### src/hw/rtl/lpfr_pkg.sv
// ----------------------------------------------------------------------------
// lpfr_pkg
// Shared types and codes for the length-prefixed frame receiver.
// ----------------------------------------------------------------------------
package lpfr_pkg;

	// Parser phase
	typedef enum logic [1:0] {
		PH_ID     = 2'd0,
		PH_LEN_HI = 2'd1,
		PH_LEN_LO = 2'd2,
		PH_DATA   = 2'd3
	} phase_t;

	// Result event codes
	typedef enum logic [2:0] {
		EV_HEADER   = 3'd0,
		EV_PAYLOAD  = 3'd1,
		EV_GOOD     = 3'd2,
		EV_BAD_SUM  = 3'd3,
		EV_BAD_ID   = 3'd4,
		EV_OVERSIZE = 3'd5
	} event_t;

	// Register indexes (byte address = 4 * index)
	localparam logic REG_FRAME_ID   = 1'b0;
	localparam logic REG_MAX_LENGTH = 1'b1;

	localparam logic [7:0]  FRAME_ID_RESET   = 8'h00;
	localparam logic [15:0] MAX_LENGTH_RESET = 16'hFFFF;

endpackage

### src/hw/rtl/length_prefixed_frame_receiver.sv
// ----------------------------------------------------------------------------
// length_prefixed_frame_receiver
// Parses ID / 16-bit length / payload / additive checksum frames from a byte
// stream and reports one event item per received byte.
// ----------------------------------------------------------------------------
// Usage:
//   Input channel  : in_valid / in_ready carry rx_byte, one received byte per
//                    item.
//   Output channel : out_valid / out_ready carry event_res, payload_byte,
//                    payload_index and computed_sum; every input item yields
//                    exactly one output item.
//   Config port    : APB-style, frame_id at byte address 0, max_length at 4.
//                    pready is tied high; write only while the block is idle.
//   Output timing  : out_valid is registered, set in the cycle after accept.
//   Throughput     : one item per cycle while out_ready is high. The parse
//                    state and result register are updated in the same cycle
//                    as the accept, so the next byte can follow directly.
//   Stall          : in_ready is high while the result register is empty or
//                    being drained; when the receiver holds off out_ready the
//                    result is held and input is stalled after one item.
//   Reset          : arst_n clears the parser to hunting for the ID byte,
//                    counters and sum to zero, frame_id to 0, max_length to
//                    65535, and empties the result register.
// ----------------------------------------------------------------------------
module length_prefixed_frame_receiver
	import lpfr_pkg::*;
(
	input  logic        clk,
	input  logic        arst_n,
	// byte input
	input  logic        in_valid,
	output logic        in_ready,
	input  logic [7:0]  rx_byte,
	// event output
	output logic        out_valid,
	input  logic        out_ready,
	output logic [2:0]  event_res,
	output logic [7:0]  payload_byte,
	output logic [15:0] payload_index,
	output logic [7:0]  computed_sum,
	// configuration
	input  logic        psel,
	input  logic        penable,
	input  logic        pwrite,
	input  logic [2:0]  paddr,
	input  logic [31:0] pwdata,
	output logic [31:0] prdata,
	output logic        pready
);

	// Configuration registers
	logic [7:0]  frame_id_q;
	logic [15:0] max_length_q;

	// Parser state
	phase_t      phase_q, phase_d;
	logic [7:0]  length_high_q, length_high_d;
	logic [15:0] frame_length_q, frame_length_d;
	logic [15:0] byte_count_q, byte_count_d;
	logic [7:0]  running_sum_q, running_sum_d;

	// Result register
	logic        out_valid_q;
	event_t      event_q, event_d;
	logic [7:0]  pbyte_q, pbyte_d;
	logic [15:0] pidx_q, pidx_d;
	logic [7:0]  sum_q;

	logic        in_acc;
	logic        cfg_wr;
	logic [15:0] len_word;

	assign pready = 1'b1;
	assign cfg_wr = psel && penable && pwrite;

	// APB write: index taken from the word address bit
	always_ff @(posedge clk or negedge arst_n) begin
		if (!arst_n) begin
			frame_id_q   <= FRAME_ID_RESET;
			max_length_q <= MAX_LENGTH_RESET;
		end else if (cfg_wr) begin
			case (paddr[2])
				REG_FRAME_ID:   frame_id_q   <= pwdata[7:0];
				REG_MAX_LENGTH: max_length_q <= pwdata[15:0];
				default: ;
			endcase
		end
	end

	// APB read
	always_comb begin
		case (paddr[2])
			REG_FRAME_ID:   prdata = {24'd0, frame_id_q};
			REG_MAX_LENGTH: prdata = {16'd0, max_length_q};
			default:        prdata = 32'd0;
		endcase
	end

	// Accept a byte whenever the result register is free or draining
	assign in_ready = !out_valid_q || out_ready;
	assign in_acc   = in_valid && in_ready;

	assign len_word = {length_high_q, rx_byte};

	// Next phase
	always_comb begin
		phase_d = phase_q;
		case (phase_q)
			PH_ID: begin
				if (rx_byte == frame_id_q) phase_d = PH_LEN_HI;
			end
			PH_LEN_HI: phase_d = PH_LEN_LO;
			PH_LEN_LO: begin
				if (len_word > max_length_q) phase_d = PH_ID;
				else phase_d = PH_DATA;
			end
			PH_DATA: begin
				if (byte_count_q >= frame_length_q) phase_d = PH_ID;
			end
			default: phase_d = PH_ID;
		endcase
	end

	// Datapath and result for the current byte
	always_comb begin
		length_high_d  = length_high_q;
		frame_length_d = frame_length_q;
		byte_count_d   = byte_count_q;
		running_sum_d  = running_sum_q;
		event_d        = EV_HEADER;
		pbyte_d        = 8'd0;
		pidx_d         = 16'd0;
		case (phase_q)
			PH_ID: begin
				if (rx_byte == frame_id_q) begin
					byte_count_d  = 16'd0;
					running_sum_d = 8'd0;
				end else begin
					event_d = EV_BAD_ID;
				end
			end
			PH_LEN_HI: length_high_d = rx_byte;
			PH_LEN_LO: begin
				frame_length_d = len_word;
				if (len_word > max_length_q) begin
					event_d = EV_OVERSIZE;
				end else begin
					byte_count_d  = 16'd0;
					running_sum_d = 8'd0;
				end
			end
			PH_DATA: begin
				if (byte_count_q < frame_length_q) begin
					event_d       = EV_PAYLOAD;
					pbyte_d       = rx_byte;
					pidx_d        = byte_count_q;
					running_sum_d = running_sum_q + rx_byte;
					byte_count_d  = byte_count_q + 16'd1;
				end else if (rx_byte == running_sum_q) begin
					event_d = EV_GOOD;
				end else begin
					event_d = EV_BAD_SUM;
				end
			end
			default: ;
		endcase
	end

	// Parser state: advance on every accepted byte
	always_ff @(posedge clk or negedge arst_n) begin
		if (!arst_n) begin
			phase_q        <= PH_ID;
			length_high_q  <= 8'd0;
			frame_length_q <= 16'd0;
			byte_count_q   <= 16'd0;
			running_sum_q  <= 8'd0;
		end else if (in_acc) begin
			phase_q        <= phase_d;
			length_high_q  <= length_high_d;
			frame_length_q <= frame_length_d;
			byte_count_q   <= byte_count_d;
			running_sum_q  <= running_sum_d;
		end
	end

	// Result register: valid flag
	always_ff @(posedge clk or negedge arst_n) begin
		if (!arst_n) begin
			out_valid_q <= 1'b0;
		end else if (in_acc) begin
			out_valid_q <= 1'b1;
		end else if (out_ready) begin
			out_valid_q <= 1'b0;
		end
	end

	// Result register: payload, hold while stalled
	always_ff @(posedge clk) begin
		if (in_acc) begin
			event_q <= event_d;
			pbyte_q <= pbyte_d;
			pidx_q  <= pidx_d;
			sum_q   <= running_sum_d;
		end
	end

	assign out_valid     = out_valid_q;
	assign event_res     = event_q;
	assign payload_byte  = pbyte_q;
	assign payload_index = pidx_q;
	assign computed_sum  = sum_q;

	// Payload fields are zero on every event other than a payload byte
	a_payload_zero: assert property (@(posedge clk) disable iff (!arst_n)
		(out_valid && event_res != EV_PAYLOAD) |-> (payload_byte == 8'd0 && payload_index == 16'd0))
		else $error("payload fields nonzero on non-payload event");

	// The byte counter never runs past the frame length
	a_count_bound: assert property (@(posedge clk) disable iff (!arst_n)
		(phase_q == PH_DATA) |-> (byte_count_q <= frame_length_q))
		else $error("byte count beyond frame length");

	// A mismatching byte while hunting keeps hunting and reports bad id
	a_bad_id: assert property (@(posedge clk) disable iff (!arst_n)
		(in_acc && phase_q == PH_ID && rx_byte != frame_id_q)
		|=> (phase_q == PH_ID && out_valid && event_res == EV_BAD_ID))
		else $error("bad id not handled");

endmodule
### config.mk
export PLATFORM = sky130hd
export DESIGN_NAME = length_prefixed_frame_receiver
export DESIGN_NICKNAME = d
export VERILOG_FILES = /design/src/hw/rtl/lpfr_pkg.sv /design/src/hw/rtl/length_prefixed_frame_receiver.sv
export SDC_FILE = /design/constraint.sdc
export NUM_CORES = 1
export LEC_CHECK = 0
export BUFFER_PORTS_ARGS = -buffer_cell sky130_fd_sc_hd__buf_4
export CORE_MARGIN = 2
export CORE_UTILIZATION = 32
export CTS_CLUSTER_SIZE = 14
export DETAILED_ROUTE_END_ITERATION = 12
export HOLD_SLACK_MARGIN = 0.12
export MAX_ROUTING_LAYER = met4
export PLACE_DENSITY = 0.6
export SYNTH_ARGS = -nofsm -noshare
export SYNTH_HDL_FRONTEND = slang
export SYNTH_SLANG_ARGS = --single-unit
### constraint.sdc
create_clock -name clk -period 2.38 [get_ports clk]
set_input_delay 0.119 -clock clk [delete_from_list [all_inputs] [get_ports clk]]
set_output_delay 0.119 -clock clk [all_outputs]
set_load 0.05 [all_outputs]
==> results of run 1 <==
## placed cells by master (no fill, tap or decap), types with 3 or more instances in the layout
| cell | instances |
|---|---|
| buf_4 | 143 |
| dfrtp_1 | 57 |
| mux2_2 | 54 |
| nand2_1 | 42 |
| edfxtp_1 | 35 |
| inv_1 | 29 |
| a21oi_1 | 28 |
| and2_1 | 28 |
| ha_1 | 27 |
| dlygate4sd3_1 | 21 |
| conb_1 | 17 |
| dfstp_2 | 16 |
| nor2_1 | 15 |
| nand3_1 | 13 |
| ha_4 | 13 |
| xor2_1 | 11 |
| a31oi_1 | 11 |
| inv_2 | 9 |
| nand4_1 | 9 |
| o22ai_2 | 9 |
| clkbuf_16 | 9 |
| o21ai_0 | 8 |
| o211ai_1 | 7 |
| a21o_1 | 6 |
| o21ai_1 | 6 |
| nor4_1 | 6 |
| and3_1 | 5 |
| buf_6 | 5 |
| xnor2_1 | 4 |
| o21ai_2 | 4 |
| nor3_1 | 4 |
| clkinv_2 | 3 |
## registers in the layout, indices dropped and copies added, names as in the netlist
| signal | flops |
|---|---|
| byte_count_q | 16 |
| frame_length_q | 16 |
| out_valid | 1 |
| phase_q | 2 |
| event_res | 3 |
| payload_byte | 8 |
| length_high_q | 8 |
| computed_sum | 8 |
| max_length_q | 16 |
| frame_id_q | 8 |
| running_sum_q | 8 |
| payload_index | 16 |
## per-layer routing
metal | up-vias | track usage (%) | share of wire (%)
met4 | 0 | 4.79 | 1.5
met3 | 17 | 3.38 | 4.4
met1 | 2234 | 20.8 | 45
li1 | 2207 | - | -
met2 | 133 | 26.4 | 49
met5 | - | - | 0
## power by group
part	leakage [nW]	switching [mW]	internal (mW)	total, mW
sequential	1.26	0.346	2.48	2.83
clock	0.131	0.673	0.704	1.38
combinational	2.16	1.90	1.56	3.46
## what timing repair did
item	CTS	global route
hold endpoints to repair	62	0
pin swaps	19	8
buffers inserted	3	2
hold buffers	21	0
endpoints found under the setup margin	36	49
resized for setup	21	34
## Yosys cell counts (all sizes together) (3+ instances only)
cell type,count,area (um2)
mux2,54,608
and3,5,31.3
nand3,15,75.1
nor3,5,30.0
buf,22,159
edfxtp,35,1050
nand2b,3,18.8
clkbuf,8,30.0
xor2,11,96.3
ha,40,500
a21oi,28,140
a31oi,11,68.8
nor4,7,50.1
nand4,9,56.3
inv,39,146
nor2,16,62.6
or3,4,30.0
a21o,6,45.0
o22ai,10,62.6
nand2,43,161
o21ai,19,106
o211ai,7,52.6
dfrtp,59,1480
and2,28,175
xnor2,4,35.0
dfstp,16,420
## logic make-up after synthesis
group	Yosys count	share of synthesized area, %
adders and majority gates	41	8.80
and+or+nand+nor	143	12.7
muxes	54	10.3
xor gates and xnor gates	15	2.22
AOI/OAI and AO/OA	96	10.3
DFF	110	49.8
buffers and inverters	69	5.67
other	2	0.127
## through the flow
step / TNS (ns) / hold WS (ns)
floorplan: -4.01 / -0.177
global placement: -8.51 / 0.126
detailed placement: -9.40 / 0.131
CTS: -7.00 / 0.145
global route: -10.95 / 0.163
finish: -6.62 / 0.160
## final timing paths
check | start | end | slack, ns | depth (start not counted)
max in group asynchronous | arst_n | max_length_q[0]$_DFFE_PN1P_ | 1.39 | 3
min reg2reg | frame_length_q[1]$_DFFE_PN0P_ | frame_length_q[1]$_DFFE_PN0P_ | 0.51 | 1
max reg2reg | max_length_q[10]$_DFFE_PN1P_ | byte_count_q[11]$_DFFE_PN0P_ | -0.24 | 10
max | max_length_q[10]$_DFFE_PN1P_ | byte_count_q[11]$_DFFE_PN0P_ | -0.24 | 10
min in group asynchronous | arst_n | byte_count_q[10]$_DFFE_PN0P_ | 0.28 | 2
min | rx_byte[3] | payload_byte[3]$_SDFFCE_PN0P_ | 0.16 | 2
## final cells by class
type,count,area [um2]
fill,1725,9990
multi-input combinational,366,3010
clock buffer,11,233
timing repair buffer,171,1380
tap,229,287
inverter,39,150
clock inverter,5,27.5
sequential,110,2950
## worst max-delay path, cell delays in order, from the launching register on
cell and delay [ns]:
dfstp_2 0.54, inv_2 0.04, ha_4 0.21, nand4_1 0.15, nor2_1 0.07, a221o_1 0.35, or3_4 0.36, a211o_4 0.38
o21ai_4 0.15, buf_12 0.15, o211ai_1 0.10
==> impl_metrics.tcl, run 1 <==
set metrics [dict create \
    status "finished, violations left" \
    violations "negative setup slack" \
    place_area_um2 7230 \
    slew_viol_final 0 \
    drc 0 \
    p_per_area_nw_per_um2 954 \
    synth-seq-area-share_pct 49.8 \
    power_leakage_nw 3.55 \
    drt-total-wl_mm 15.1 \
    synth_edf_count 35 \
    wl_per_cell_um 16.3 \
    worst_pin_slew_ns 0.937 \
    ant_nets 0 \
    fp.dieH_um 140 \
    synth_area_um2 5910 \
    grt_first_pass_wirelength_mm 24.5 \
    vias 4591 \
    fin_cells 931 \
    grt-ovfl-total 0 \
    ys_warn_count 0 \
    async_flop_share_pct 68.2 \
    die_area_um2 19600 \
    critPathRequiredTime_ns 2.61 \
    finalCritPeriodShare_pct 110 \
    cts_buffers 9 \
    period_needed_ns 2.62 \
    crit_path_end_kind "flip-flop" \
    grt_pass1_vias 4574 \
    clk_path_buf_depth 2 \
    syn_avg_cell_area_um2 11.2 \
    tritoncts "built" \
    synthFlopType "dfrtp_1" \
    fin_area_um2 8030 \
    synth_cell_type_count 53 \
    power_mw 7.66 \
    maxCapViolCount 0 \
    antenna_found_initial 0 \
    drive_above_1_share_pct 40.7 \
    ir_worst_vdd_v 0.000477 \
    grt_max_degree 43 \
    vias_per_cell 4.93 \
    drt_iter0_markers 276 \
    skew_ns 0.0111 \
    final_hold_viol_count 0 \
    clk_latency_ns 0.35 \
    crit_type "reg -> reg" \
    syn_to_final_growth_pct 35.8 \
    track_usage_pct 16.3 \
    finalCoreUtilization_pct 44.6 \
    ctsRootBufferMaster "clkbuf_16" \
    rsz0062_at_grt "yes" \
    start_util_pct 32.8 \
    holdCritPathClass "in -> reg" \
    ys_ff_latch 110 \
    num-nets-final 788 \
    start_kind "flip-flop" \
    dp_hpwl_mm 11.3 \
    htreeDepth 3 \
    pin_count 120 \
    dieWidth_um 140 \
    fmaxAchievable_mhz 382 \
    drt_pass1_iterations 4 \
    clock_sinks 110 \
    gp_congestion 0.835 \
    fp-row-count 49 \
    pre_cts_slack_ns -0.347 \
    netlist_instances 530 \
    critPathArrivalTime_ns 2.85 \
    path_max_fanout 13 \
    clk_pin_slew_ns 0.07 \
    setup_viol 34 \
    maxSlewHeadroom_pct 37.4 \
    coreArea_um2 18000 \
    antenna_cells 0 \
    fin_ws_ns -0.241 \
    io_buffers 84 \
    dp_cells 889 \
]
Note: power is estimated with default switching activity, not from simulation.
==> run 2, diff against run 1 <==
==> constraint.sdc (replaced) <==
create_clock -name clk -period 2.38 [get_ports clk]
set_input_delay 0.119 -clock clk [delete_from_list [all_inputs] [get_ports clk]]
set_output_delay 0.119 -clock clk [all_outputs]
set_load 0.02 [all_outputs]
==> run 2 against run 1 <==
  * The run still ends with negative setup slack left
  * Power down 2.1%
  * Register-to-register slack worse by 0.06 ns
  * Sequential share of layout area down 0.41 points
  * Cell area up 1.0%
==> impl_metrics.tcl, run 2 (synthesis results as in run 1) <==
set metrics [dict create \
    hold_slack_ns 0.134 \
    ir_worst_vdd_v 0.000477 \
    gp_congestion 0.831 \
    p_switching_mw 2.67 \
    syn_to_final_growth_pct 37.2 \
    p_seq_share_pct 37.6 \
    worstReg2RegStart "max_length_q[11]$_DFFE_PN1P_" \
    crit_path_end_kind "flip-flop" \
    ctsRootBufferMaster "clkbuf_16" \
    reg2regPathDepth 11 \
    worst_pin_slew_ns 0.970 \
    pwr-share-comb_pct 42.0 \
    drive_above_1_share_pct 42.0 \
    slew_viol_final 0 \
    pre_cts_slack_ns -0.357 \
    finalCoreUtilization_pct 45.0 \
    dp_cells 890 \
    fin_cells 932 \
    clk_path_buf_depth 2 \
    ant_nets 0 \
    skew_ns 0.00731 \
    power_leakage_nw 3.56 \
    path_max_fanout 4 \
    fillers 1709 \
    track_usage_pct 16.1 \
    start_util_pct 32.8 \
    critPathRequiredTime_ns 2.62 \
    die_area_um2 19600 \
    final_hold_viol_count 0 \
    fmaxAchievable_mhz 374 \
    start_kind "flip-flop" \
    status "finished, violations left" \
    path_depth 11 \
    drt_pass1_iterations 4 \
    coreArea_um2 18000 \
    drt_iter0_markers 183 \
    grt_pass1_vias 4734 \
    maxSlewHeadroom_pct 35.4 \
    cp_top_family "simple AND/OR/NAND/NOR gates" \
    antenna_cells 0 \
    hp-start "rx_byte[3]" \
    rsz0062_at_grt "yes" \
    place_area_um2 7220 \
    drc 0 \
    power_mw 7.50 \
    htreeDepth 3 \
    setup_viol 35 \
    finalCritPeriodShare_pct 112 \
    cp_slowest_cell "dfstp_2" \
    fp-row-count 49 \
    seq_area_um2 2950 \
    grt_first_pass_wirelength_mm 24.3 \
    min_path_cells 2 \
    critPathArrivalTime_ns 2.92 \
    drt-total-wl_mm 15.0 \
    vias 4594 \
    path_buf_inv 3 \
    p_int_mw 4.83 \
    final_cell_mix "buf_4, dfrtp_1, mux2_2" \
    fp.dieH_um 140 \
    tritoncts "built" \
    vias_per_cell 4.93 \
    num-nets-final 789 \
    dieWidth_um 140 \
    clock_sinks 110 \
    slowest_delay_ns 0.54 \
    clk_latency_ns 0.36 \
    final_common_cell "buf_4" \
    clk_pin_slew_ns 0.07 \
    rrSetupSlack_ns -0.30 \
    io_buffers 84 \
    path_common_cell "buf_6" \
    cp_cell_sequence "inv_2 -> ha_4 -> nand4_1 -> nor2_1 -> a221o_1 -> or3_4 -> a211o_4 -> buf_6 -> nor2_4 -> buf_6 -> o22ai_2" \
    setup_tns_ns -8.49 \
    switching_share_pct 35.6 \
    cts_buffers 9 \
    holdCritPathClass "in -> reg" \
    grt-ovfl-total 0 \
    multi_input_area_um2 3060 \
    pin_count 120 \
    wl_per_cell_um 16.1 \
    period_needed_ns 2.68 \
    dp_hpwl_mm 11.1 \
    fin_ws_ns -0.297 \
    antenna_found_initial 0 \
    fin_area_um2 8120 \
    p_per_area_nw_per_um2 924 \
    maxCapViolCount 0 \
    violations "negative setup slack" \
    worstSetupStartpoint "max_length_q[11]$_DFFE_PN1P_" \
    clkPwrFrac_pct 20.4 \
    grt_max_degree 76 \
    crit_type "reg -> reg" \
]
## run 2: changes by cell type in the layout (fill, tap and decap cells not counted), sizes merged
cell      before  now
clkinv         5    2
buf          150  151
clkinvlp       1    2
inv           38   40
## run 2: per-layer routing
layer / part of all wire [%] / routed length (um) / GRT usage (%) / vias to the layer above
li1: - / - / - / 2209
met2: 48 / 7230 / 26.0 / 118
met4: 1.9 / 287 / 5.74 / 0
met3: 4.3 / 643 / 2.70 / 21
met5: 0 / 0 / - / -
met1: 46 / 6870 / 20.6 / 2246
## run 2: path summary, 6_finish.rpt
path	endpoint
worst max-delay path	running_sum_q[6]$_DFFE_PN0P_
worst min-delay path	payload_byte[3]$_SDFFCE_PN0P_
worst max register to register	running_sum_q[6]$_DFFE_PN0P_
worst min register to register	frame_length_q[7]$_DFFE_PN0P_
max in group asynchronous	frame_id_q[2]$_DFFE_PN0P_
min in group asynchronous	byte_count_q[14]$_DFFE_PN0P_
## run 2: repair_timing
action,CTS,global route
buffers inserted,5,1
cloned,1,0
endpoints found under the setup margin,39,40
endpoints found under the hold margin,88,0
resized for setup,29,40
pin swaps,18,26
hold buffers,21,0
## run 2: cell type report
cell class | count | share of cell area (%)
clock buffer | 11 | 3.25
clock inverter | 5 | 0.478
timing repair buffer | 172 | 16.9
inverter | 39 | 1.85
multi-input combinational | 366 | 37.6
tap | 229 | 3.53
sequential | 110 | 36.3
## run 2: power groups by stage
stage          clock (mW)  combinational [mW]  sequential, mW
2_1_floorplan           0                1.69            2.82
3_3_place_gp            0                2.67            2.80
3_5_place_dp            0                2.76            2.82
4_1_cts              1.56                3.02            2.82
5_1_grt              1.65                3.49            2.89
6_report             1.53                3.15            2.82
